## config.mk

```make
export PLATFORM = sky130hd
export DESIGN_NAME = smtc_ram
export DESIGN_NICKNAME = d
export VERILOG_FILES = /design/src/smtc_ram.sv
export SDC_FILE = /design/constraint.sdc
export NUM_CORES = 1
export LEC_CHECK = 0
export BUFFER_PORTS_ARGS = -buffer_cell sky130_fd_sc_hd__buf_2
export CORE_MARGIN = 5
export CORE_UTILIZATION = 29
export DETAILED_ROUTE_END_ITERATION = 10
export PLACE_DENSITY = 0.43
export SETUP_SLACK_MARGIN = 0.5
export SYNTH_ARGS = -nofsm -noshare
export SYNTH_HDL_FRONTEND = slang
export SYNTH_SLANG_ARGS = --single-unit
```

## constraint.sdc

```tcl
create_clock -name clk -period 3.8 [get_ports clk]
set_input_delay 0.57 -clock clk [delete_from_list [all_inputs] [get_ports clk]]
set_output_delay 0.57 -clock clk [all_outputs]
set_load 0.1 [all_outputs]
```

## src/smtc_ram.sv

```systemverilog
// ----------------------------------------------------------------------------
// smtc_ram: generic single-port RAM
// One write or one read per cycle; the read data is registered.
// ----------------------------------------------------------------------------
module smtc_ram #(
  parameter int Width = 8,
  parameter int Depth = 16
) (
  input  logic                     clk,
  input  logic                     we,
  input  logic [$clog2(Depth)-1:0] addr,
  input  logic [Width-1:0]         wdata,
  output logic [Width-1:0]         rdata
);

  logic [Width-1:0] mem [Depth];

  // Write port and registered read.
  always_ff @(posedge clk) begin
    if (we) begin
      mem[addr] <= wdata;
    end
    rdata <= mem[addr];
  end

endmodule

```

==> results of run 1 <==
## worst max-delay path: cells and delay by family
family	cells	cell delay [ns]
buf+inv	2	0.69
simple gates	1	1.11
## cell type report
type | count | area (µm²)
fillers | 1602 | 11100
flip-flops and latches | 136 | 4000
multi-input cells | 83 | 1000
clock buffers | 21 | 470
well taps | 225 | 282
repair buffers | 37 | 225
clock inverters | 11 | 126
## cells in the final DEF, fill, tap and decap left out, drive strengths merged
cell type,netlist,routed
edfxtp,128,128
buf,8,37
mux4,32,32
clkbuf,3,21
a22oi,16,16
nor2,13,13
nand2,9,9
dfxtp,8,8
clkinv,0,8
nor3,4,4
bufinv,0,3
nor2b,2,2
nand3b,2,2
nand2b,2,2
and2,1,1
nand3,1,1
or3b,1,1
## layer usage
layer / vias to the layer above / routed length [µm] / track usage
met2: 31 / 5420 / 0.187
met1: 1266 / 4930 / 0.143
li1: 1050 / - / -
met4: 0 / 178 / 0.0455
met5: - / 0 / 0
met3: 17 / 313 / 0.0356
## through the flow
stage / hold WS, ns / instances
after CTS: 0.538 / 513
after floorplan: 0.635 / 230
final: 0.551 / 513
after global placement: 0.660 / 481
after detailed placement: 0.660 / 481
after global routing: 0.546 / 513
## logic make-up (layout without fill, tap and decap cells)
kind of cell	after synthesis	count (layout)
DFF	136	136
and+or+nand+nor	35	35
muxes	32	32
AOI/OAI and AO/OA	16	16
buffers and inverters	11	69
## power groups by stage
stage	combinational [mW]	sequential (mW)	clock, mW
floorplan	0.0864	1.79	0
global placement	0.230	1.72	0
detailed placement	0.231	1.72	0
CTS	0.231	1.69	1.68
global route	0.241	1.69	1.74
finish	0.226	1.69	1.65
## registers in the layout, summed over array words and instances (netlist names)
signal  flops
mem       128
rdata       8
## final timing paths
check        startpoint        end
max reg2reg   mem[3][4]   rdata[4]
min reg2reg  mem[14][5]   rdata[5]
max             addr[0]  mem[8][1]
min            wdata[6]  mem[4][6]
==> metrics.txt, run 1 <==
startpoint kind of the worst setup timing path=primary input; maximum clock frequency=445 MHz; instance area at placement=0.00551 mm²; via/cell ratio=4.61; initial cell density of the core=0.294; max-slew headroom at the worst pin=0.168; total grt overflow=0; Max Slew Vio Count=0; Port-buffer cells=21; Post-CTS Hold Fix Bufs=0; slew at the pin with the worst max-slew slack=between 1 and 1.5 ns; cell with the biggest individual delay on the critical path=nor3_1; Synthesized Nets=between 200 and 250; clock slew at reported path FFs=0.06 ns; Post-Syn Instances=230; crit path max fanout=29; TNS Setup=0 ns; y dimension of the die=142 µm; Post-Place Worst Slack=between 1 and 1.5 ns; row count=48; H-Tree Depth=4; fraction of the yosys area taken by sequential cells=0.790; buffer depth of the longest clock path=2; ant diodes=0; cell types with the largest area share after synthesis=edfxtp_1 76%, mux4_2 14%, dfxtp_1 3.2%, a22oi_1 2.4%, nor2_1 0.96%; combinational group share of total power=0.063; Post-Syn Area per Cell=approximately 22 µm²; post-synthesis to final-layout area growth=20.6%; area fraction in compound gates after synthesis=0.0237; number of antenna violations at the first check in global routing=0; total vias in the final route=2364; worst vdd rail ir drop=0.000365 V; fraction of final layout cells sized beyond drive strength 1=0.340; post-detail-place hpwl=6700 µm; cell area after layout=0.00611 mm²; worst hold path class=primary input to flip-flop; Routed Wire Length=10800 µm; count of TritonRoute iterations in the first routing pass=4; YS warnings=0; Layout Utilization=0.355; cell chain of the critical path=buf_2 > nor3_1 > buf_4; Antenna Violating Nets Remaining=0; Internal Pwr Total=approximately 2.8 mW; floorplan die width=142 µm; synth unique cells=18; most frequent cell after synthesis=edfxtp_1; post-CTS setup buffer count=0; largest net degree at the start of global routing=30; Post-Synth Simple-Gate Area=0.0321; reg2reg path depth=3; share of total power consumed by net switching=0.210; worst setup path class=primary input to flip-flop; final number of setup-violating endpoints=0; clock period minus worst slack=2.25 ns; Synth top area share=0.759; Worst Setup End Kind=flip-flop; Final Cycle Share=0.591; total I/O pin count=22; area of the mapped netlist=0.00507 mm²; Num Clock Sinks=around 140; unrepaired setup endpoints after global routing=no; primary flip-flop cell chosen by synthesis mapping=edfxtp_1; library cell used as clock root buffer=clkbuf_16; post-route clock skew=0.00738 ns; Max stage delay on crit path=roughly 1.1 ns; number of synthesized flops with an enable pin=128; Synth Register Bits=136; standby leakage power=2.00 nW; violation count after the first detailed-route iteration=134; number of instances resized during post-cts repair=0; number of CTS-inserted buffers=17; wire length of the first global-routing pass=16100 µm; endpoint arrival time on the critical path=2.38 ns; largest family of logic cells by synthesized area=multiplexers; proportion of register bits with asynchronous set or reset after synthesis=0; data required time at the worst endpoint=just under 4 ns; global-route total usage across every layer=0.115; Wirelength per Cell=21.1 µm; PD cells=583 mW/mm²; Clk network pwr share=0.463; result of the run=complete, no violations; CTS tree=built; dominant cell type by area after synthesis=edfxtp_1; number of nets in the layout=289; arithmetic-cell share of the synthesized area counting full adders, half adders and majority gates=0; commonest cells in the netlist=128 x edfxtp_1, 32 x mux4_2, 16 x a22oi_1, 13 x nor2_1, 9 x nand2_1; Worst-Skew Late Latency=0.41 ns; net switching power of the design=749 µW; total DRC errors in the routed layout=0; setup slack of the critical path after layout=1.55 ns; post-synthesis share of cell area spent on xor and xnor gates=0; area of the core=about 0.017 mm²; total die area=0.0202 mm²; count of maximum capacitance violations=0; sum of internal, switching and leakage power=3.56 mW; flop-to-flop setup slack=2.38 ns; count of endpoints failing hold in the final timing report=0; global placer's final weighted congestion=0.706; share of cell area taken by muxes after synthesis=0.142; Hold Path Depth=1; share of total power in sequential cells=0.474; vias in the first global route=2498
No activity file was read; power rests on OpenSTA's default activity.
==> run 2: changes to the inputs <==
--- a/config.mk
+++ b/config.mk
@@ -9,7 +9,7 @@
 export CORE_MARGIN = 5
 export CORE_UTILIZATION = 29
 export DETAILED_ROUTE_END_ITERATION = 10
-export PLACE_DENSITY = 0.43
+export PLACE_DENSITY = 0.44
 export SETUP_SLACK_MARGIN = 0.5
 export SYNTH_ARGS = -nofsm -noshare
 export SYNTH_HDL_FRONTEND = slang
==> constraint.sdc (replaced) <==
create_clock -name clk -period 2 [get_ports clk]
set_input_delay 0.3 -clock clk [delete_from_list [all_inputs] [get_ports clk]]
set_output_delay 0.3 -clock clk [all_outputs]
set_load 0.1 [all_outputs]
==> metrics.txt, run 2 (synthesis gave the netlist of run 1 again) <==
result of the run=complete, no violations; total grt overflow=0 (unchanged); largest registers in the final layout=mem (128), rdata (8); final number of setup-violating endpoints=0 (unchanged); post-synthesis to final-layout area growth=25.3%; commonest non-fill, non-tap cells in the layout=128 x edfxtp_1, 32 x mux4_2, 25 x buf_4; count of TritonRoute iterations in the first routing pass=4 (unchanged); TNS Setup=0 ns (unchanged); startpoint kind of the worst setup timing path=flip-flop; post-route worst hold slack=0.283 ns (-0.268 ns); total die area=0.0202 mm² (unchanged); Hold Path Depth=1 (unchanged); global-route total usage across every layer=0.119 (+0.00453); largest reg by FF count=mem; via/cell ratio=4.59 (-0.41%); clock period minus worst slack=1.43 ns; critical path buffer and inverter count=1 (-1); max-slew headroom at the worst pin=0.658 (+0.490); endpoint of the worst register-to-register path=rdata[1]; worst hold path class=primary input to flip-flop; clock slew at reported path FFs=0.06 ns (about the same); Port-buffer cells=21 (unchanged); Max stage delay on crit path=0.42 ns (-0.69 ns); buffer depth of the longest clock path=2 (unchanged); reg2reg path depth=3 (unchanged); number of antenna violations at the first check in global routing=0 (unchanged); flop-to-flop setup slack=0.64 ns (-1.74 ns); fraction of final layout cells sized beyond drive strength 1=0.429 (+0.0888); worst reg2reg startpoint=mem[3][1]; unrepaired setup endpoints after global routing=no; standby leakage power=2.09 nW (+4.2%); Worst Setup End Kind=output port; Post-Place Worst Slack=0.139 ns (-0.884 ns); Routed Wire Length=11100 µm (+2.0%); total DRC errors in the routed layout=0 (unchanged); Wirelength per Cell=21.2 µm (+0.39%); Num Clock Sinks=136 (unchanged); instance area at placement=0.00566 mm² (+2.6%); crit path max fanout=1 (-97%); global placer's final weighted congestion=0.725 (+2.6%); post-route clock skew=0.00485 ns (-0.00253 ns); post-CTS setup buffer count=0 (unchanged); cell area after layout=0.00635 mm² (+3.9%); setup slack of the critical path after layout=0.569 ns (-0.984 ns); post-detail-place hpwl=7160 µm (+6.8%); count of endpoints failing hold in the final timing report=0 (unchanged); Worst-Skew Late Latency=0.41 ns (about the same); number of nets in the layout=297 (+2.8%); count of maximum capacitance violations=0 (unchanged); start point of the worst hold path=wdata[5]; vias in the first global route=2685 (+7.5%); violation count after the first detailed-route iteration=151 (+13%); non-filler instance count after layout=521 (+1.6%); endpoint arrival time on the critical path=1.13 ns (-1.25 ns); Layout Utilization=0.368 (+0.0138); CTS tree=built; flip-flop count of the largest register, all copies and words added=128 (unchanged); y dimension of the die=142 µm (unchanged); H-Tree Depth=4 (unchanged); number of CTS-inserted buffers=17 (unchanged); total vias in the final route=2391 (+1.1%); data required time at the worst endpoint=1.70 ns (-2.23 ns); end point of the worst hold path=mem[11][5]; maximum clock frequency=699 MHz; slew at the pin with the worst max-slew slack=0.513 ns (-0.725 ns); total I/O pin count=22 (unchanged); Antenna Violating Nets Remaining=0 (unchanged); cell with the biggest individual delay on the critical path=buf_2; Max Slew Vio Count=0 (unchanged); PD cells=1130 mW/mm² (+94%); library cell used as clock root buffer=clkbuf_16; Post-CTS Hold Fix Bufs=0 (unchanged); initial cell density of the core=0.294 (unchanged); cell family with most CP delay=buffers and inverters; largest net degree at the start of global routing=20 (-33%); wire length of the first global-routing pass=17000 µm (+5.9%); row count=48 (unchanged); worst vdd rail ir drop=0.000532 V (+46%); sum of internal, switching and leakage power=7.19 mW (+100%); ant diodes=0 (unchanged); fill count=1583 (-1.2%); total instance count after detailed placement=489 (+1.7%); worst setup path class=flip-flop to output port; floorplan die width=142 µm (unchanged); area of the core=0.0172 mm² (unchanged); Final Cycle Share=0.716; most common library cell in the layout ignoring fill and taps=edfxtp_1; cell chain of the critical path=buf_2
[run 2: changes by cell type in the layout (fill, tap and decap cells not counted), sizes merged]
cell | previous run | this run
bufinv | 3 | 6
buf | 37 | 45
clkinvlp | 0 | 2
clkbuf | 21 | 19
clkinv | 8 | 5
[run 2: layout make-up]
class                      instances  area, µm²  area share
clock buffer                      19        453      0.0713
clock inverter                    13        224      0.0353
multi-input combinational         83       1070       0.168
sequential                       136       4000       0.631
tap                              225        282      0.0443
timing repair buffer              45        318      0.0501
[run 2: worst max path at each step]
stage                     startpoint        end  slack (ns)  depth (start not counted)
after global placement       addr[1]   rdata[1]        0.16                          5
after global routing        rdata[7]   rdata[7]        0.52                          1
after floorplan              addr[2]  mem[0][0]        0.42                          2
after CTS                   rdata[3]   rdata[3]        0.55                          1
final                       rdata[3]   rdata[3]        0.57                          1
after detailed placement     addr[1]   rdata[1]        0.14                          5
[run 2: where the power goes]
group          internal (mW)  total (mW)  switching [mW]
sequential              3.19        3.21          0.0193
combinational          0.143       0.465           0.323
clock                   2.40        3.52            1.13
[run 2: what timing repair did]
| item | 4_1_cts | 5_1_grt |
|---|---|---|
| endpoints found under the hold margin | 0 | 0 |
| endpoints found under the setup margin | 3 | 1 |
| resized for setup | 3 | 1 |
| gates cloned | 0 | 0 |
[run 2: metal layers]
layer | wire, µm | up-vias | track usage
met5 | 0 | - | 0
met4 | 149 | 0 | 0.0439
met3 | 458 | 13 | 0.0403
met2 | 5080 | 47 | 0.177
met1 | 5370 | 1270 | 0.163
li1 | - | 1061 | -
==> run 3: changes to the inputs <==
--- a/config.mk
+++ b/config.mk
@@ -5,11 +5,12 @@
 export SDC_FILE = /design/constraint.sdc
 export NUM_CORES = 1
 export LEC_CHECK = 0
+export ABC_AREA = 1
 export BUFFER_PORTS_ARGS = -buffer_cell sky130_fd_sc_hd__buf_2
 export CORE_MARGIN = 5
 export CORE_UTILIZATION = 29
 export DETAILED_ROUTE_END_ITERATION = 10
-export PLACE_DENSITY = 0.44
+export PLACE_DENSITY = 0.43
 export SETUP_SLACK_MARGIN = 0.5
 export SYNTH_ARGS = -nofsm -noshare
 export SYNTH_HDL_FRONTEND = slang
==> constraint.sdc (replaced) <==
create_clock -name clk -period 1.4 [get_ports clk]
set_input_delay 0.21 -clock clk [delete_from_list [all_inputs] [get_ports clk]]
set_output_delay 0.21 -clock clk [all_outputs]
set_load 0.1 [all_outputs]
==> metrics.txt, run 3 <==
Post-Syn Area per Cell=10.2 µm² (-54%); most frequent cell after synthesis=nand2_1; unrepaired setup endpoints after global routing=yes; synth unique cells=11 (-7); global-route total usage across every layer=0.131 (+0.0113); area of the mapped netlist=0.00559 mm² (+10%); violation count after the first detailed-route iteration=250 (+66%); Wirelength per Cell=16.2 µm (-24%); maximum clock frequency=878 MHz; critical path buffer and inverter count=1 (unchanged); number of synthesized flops with an enable pin=128 (unchanged); count of maximum capacitance violations=0 (unchanged); cell family with most CP delay=flip-flops; PD cells=1450 mW/mm² (+28%); y dimension of the die=149 µm (+4.7%); most common library cell in the layout ignoring fill and taps=nand2_1; total die area=0.0222 mm² (+9.6%); fraction of the yosys area taken by sequential cells=0.716 (-0.0742); area fraction in compound gates after synthesis=0 (-0.0237); Synthesized Nets=562 (+130%); standby leakage power=2.89 nW (+39%); Num Clock Sinks=136 (unchanged); CP Depth=1 (unchanged); library cell used as clock root buffer=clkbuf_16; H-Tree Depth=4 (unchanged); startpoint kind of the worst setup timing path=flip-flop; total vias in the final route=3646 (+52%); wire length of the first global-routing pass=21200 µm (+24%); proportion of register bits with asynchronous set or reset after synthesis=0 (unchanged); floorplan die width=149 µm (+4.7%); slew at the pin with the worst max-slew slack=0.456 ns (-0.0571 ns); total grt overflow=0 (unchanged); largest reg by FF count=mem; fill count=1853 (+17%); post-synthesis share of cell area spent on xor and xnor gates=0 (unchanged); cell types with the largest area share after synthesis=edfxtp_1 69%, nand2_1 23%, dfxtp_1 2.9%, inv_1 1.4%, nor2_1 1.2%; flop-to-flop setup slack=0.39 ns (-0.25 ns); result of the run=complete, no violations; Layout Utilization=0.380 (+0.0117); number of antenna violations at the first check in global routing=0 (unchanged); post-detail-place hpwl=9150 µm (+28%); combinational group share of total power=0.094 (+0.029); reg2reg path depth=8 (+5); vias in the first global route=3683 (+37%); ant diodes=0 (unchanged); total instance count after detailed placement=824 (+69%); cell chain of the critical path=buf_12; worst vdd rail ir drop=0.000846 V (+59%); Final Cycle Share=0.813; Port-buffer cells=21 (unchanged); total DRC errors in the routed layout=0 (unchanged); clock period minus worst slack=1.14 ns; Antenna Violating Nets Remaining=0 (unchanged); commonest cells in the netlist=346 x nand2_1, 128 x edfxtp_1, 21 x inv_1, 18 x nor2_1, 12 x buf_2; Routed Wire Length=13900 µm (+25%); global placer's final weighted congestion=0.766 (+5.7%); Clk network pwr share=0.461 (-0.029); critical path launch point=rdata[4]; YS warnings=0 (unchanged); count of endpoints failing hold in the final timing report=0 (unchanged); post-synthesis to final-layout area growth=27.9%; area of the core=0.0188 mm² (+9.2%); share of total power consumed by net switching=0.229 (+0.0243); count of TritonRoute iterations in the first routing pass=4 (unchanged); worst hold path class=primary input to flip-flop; largest family of logic cells by synthesized area=simple AND/OR/NAND/NOR gates; fraction of final layout cells sized beyond drive strength 1=0.223 (-0.206); Post-Synth Simple-Gate Area=0.248 (+0.216); Synth Register Bits=136 (unchanged); post-route clock skew=0.00942 ns (+0.00457 ns); via/cell ratio=4.26 (-7.2%); Post-CTS Hold Fix Bufs=0 (unchanged); flip-flop count of the largest register, all copies and words added=128 (unchanged); share of cell area taken by muxes after synthesis=0 (-0.142); Internal Pwr Total=7.98 mW (+39%); Worst Setup End Kind=output port; CTS tree=built; arithmetic-cell share of the synthesized area counting full adders, half adders and majority gates=0 (unchanged); largest net degree at the start of global routing=33 (+65%); capturing instance or port of the critical path=rdata[4]; crit path max fanout=1 (unchanged); cell with the biggest individual delay on the critical path=dfxtp_2; Worst-Skew Late Latency=0.42 ns (about the same); number of nets in the layout=597 (+100%); clock slew at reported path FFs=0.06 ns (about the same); endpoint of the worst register-to-register path=rdata[5]; endpoint arrival time on the critical path=0.93 ns (-0.20 ns); worst setup path class=flip-flop to output port; data required time at the worst endpoint=1.19 ns (-0.51 ns); total I/O pin count=22 (unchanged); TNS Setup=0 ns (unchanged); dominant cell type by area after synthesis=edfxtp_1; final number of setup-violating endpoints=0 (unchanged); primary flip-flop cell chosen by synthesis mapping=edfxtp_1; worst reg2reg startpoint=mem[12][5]; largest registers in the final layout=mem (128), rdata (8); share of total power in sequential cells=0.445 (about the same); number of CTS-inserted buffers=17 (unchanged); Synth top area share=0.687 (-0.0713); Max Slew Vio Count=0 (unchanged); net switching power of the design=2.36 mW (+61%); non-filler instance count after layout=856 (+64%); commonest non-fill, non-tap cells in the layout=320 x nand2_1, 128 x edfxtp_1, 26 x nand2_2; row count=50 (+4.2%); initial cell density of the core=0.297 (+0.00302); Post-Syn Instances=548 (+140%); post-CTS setup buffer count=0 (unchanged); max-slew headroom at the worst pin=0.696 (+0.0381); Max stage delay on crit path=0.34 ns (-0.08 ns); buffer depth of the longest clock path=2 (unchanged)
-- run 3: changes by cell type after synthesis, sizes merged, moves of 2 or more --
cell / delta
nand2: +337
mux4: -32
inv: +22
a22oi: -16
buf: +10
nor2: +5
nor3: -4
nand3: +3
nand2b: -2
nand3b: -2
nor2b: -2
-- run 3: worst min-delay path by stage --
stage,from,end,cells after the start
final,wdata[2],mem[7][2],1
after global routing,wdata[2],mem[10][2],1
after CTS,wdata[2],mem[10][2],1
after detailed placement,wdata[2],mem[10][2],1
after global placement,wdata[2],mem[10][2],1
after floorplan,wdata[0],mem[0][0],0
-- run 3: cells by family (layout without fill, tap and decap cells) --
kind of cell | count (synthesis) | after routing
flip-flops | 136 | 136
AND/OR/NAND/NOR | 368 | 368
buffers and inverters | 44 | 92
-- run 3: cell type report --
type	instances	area (µm²)	share of cell area
clock buffers	21	470	0.0657
inverters	23	111	0.0156
repair buffers	37	429	0.0600
multi-input cells	368	1640	0.229
well taps	260	325	0.0455
flip-flops and latches	136	4010	0.561
clock inverters	11	169	0.0236
-- run 3: layer usage --
metal,share of wire,track usage,vias to the layer above
met5,0,0,-
met1,0.50,0.184,1744
met2,0.45,0.198,57
met3,0.034,0.0304,16
met4,0.017,0.0462,0
li1,-,-,1829
-- run 3: repair_timing --
action                     4_1_cts  5_1_grt
gates cloned                     0        0
setup endpoints to repair      144       24
pin swaps                       44       35
gates resized for setup         44       21
-- run 3: power groups by stage --
stage / Sequential, mW / Clock [mW] / Combinational [mW]
finish: 4.60 / 4.77 / 0.973
global route: 4.60 / 5.06 / 1.06
CTS: 4.60 / 4.86 / 0.977
detailed placement: 4.67 / 0 / 0.875
global placement: 4.67 / 0 / 0.879
floorplan: 4.86 / 0 / 0.387
-- run 3: per-stage QoR --
stage | hold WS [ns] | total power, mW | instance area [µm²] | setup WS, ns
after CTS | 0.229 | 10.4 | 7110 | 0.237
after global routing | 0.232 | 10.7 | 7160 | 0.227
after detailed placement | 0.678 | 5.54 | 6330 | -0.0711
after floorplan | 0.309 | 5.25 | 5900 | 0.240
final | 0.239 | 10.3 | 7160 | 0.261
after global placement | 0.672 | 5.55 | 6330 | -0.0898
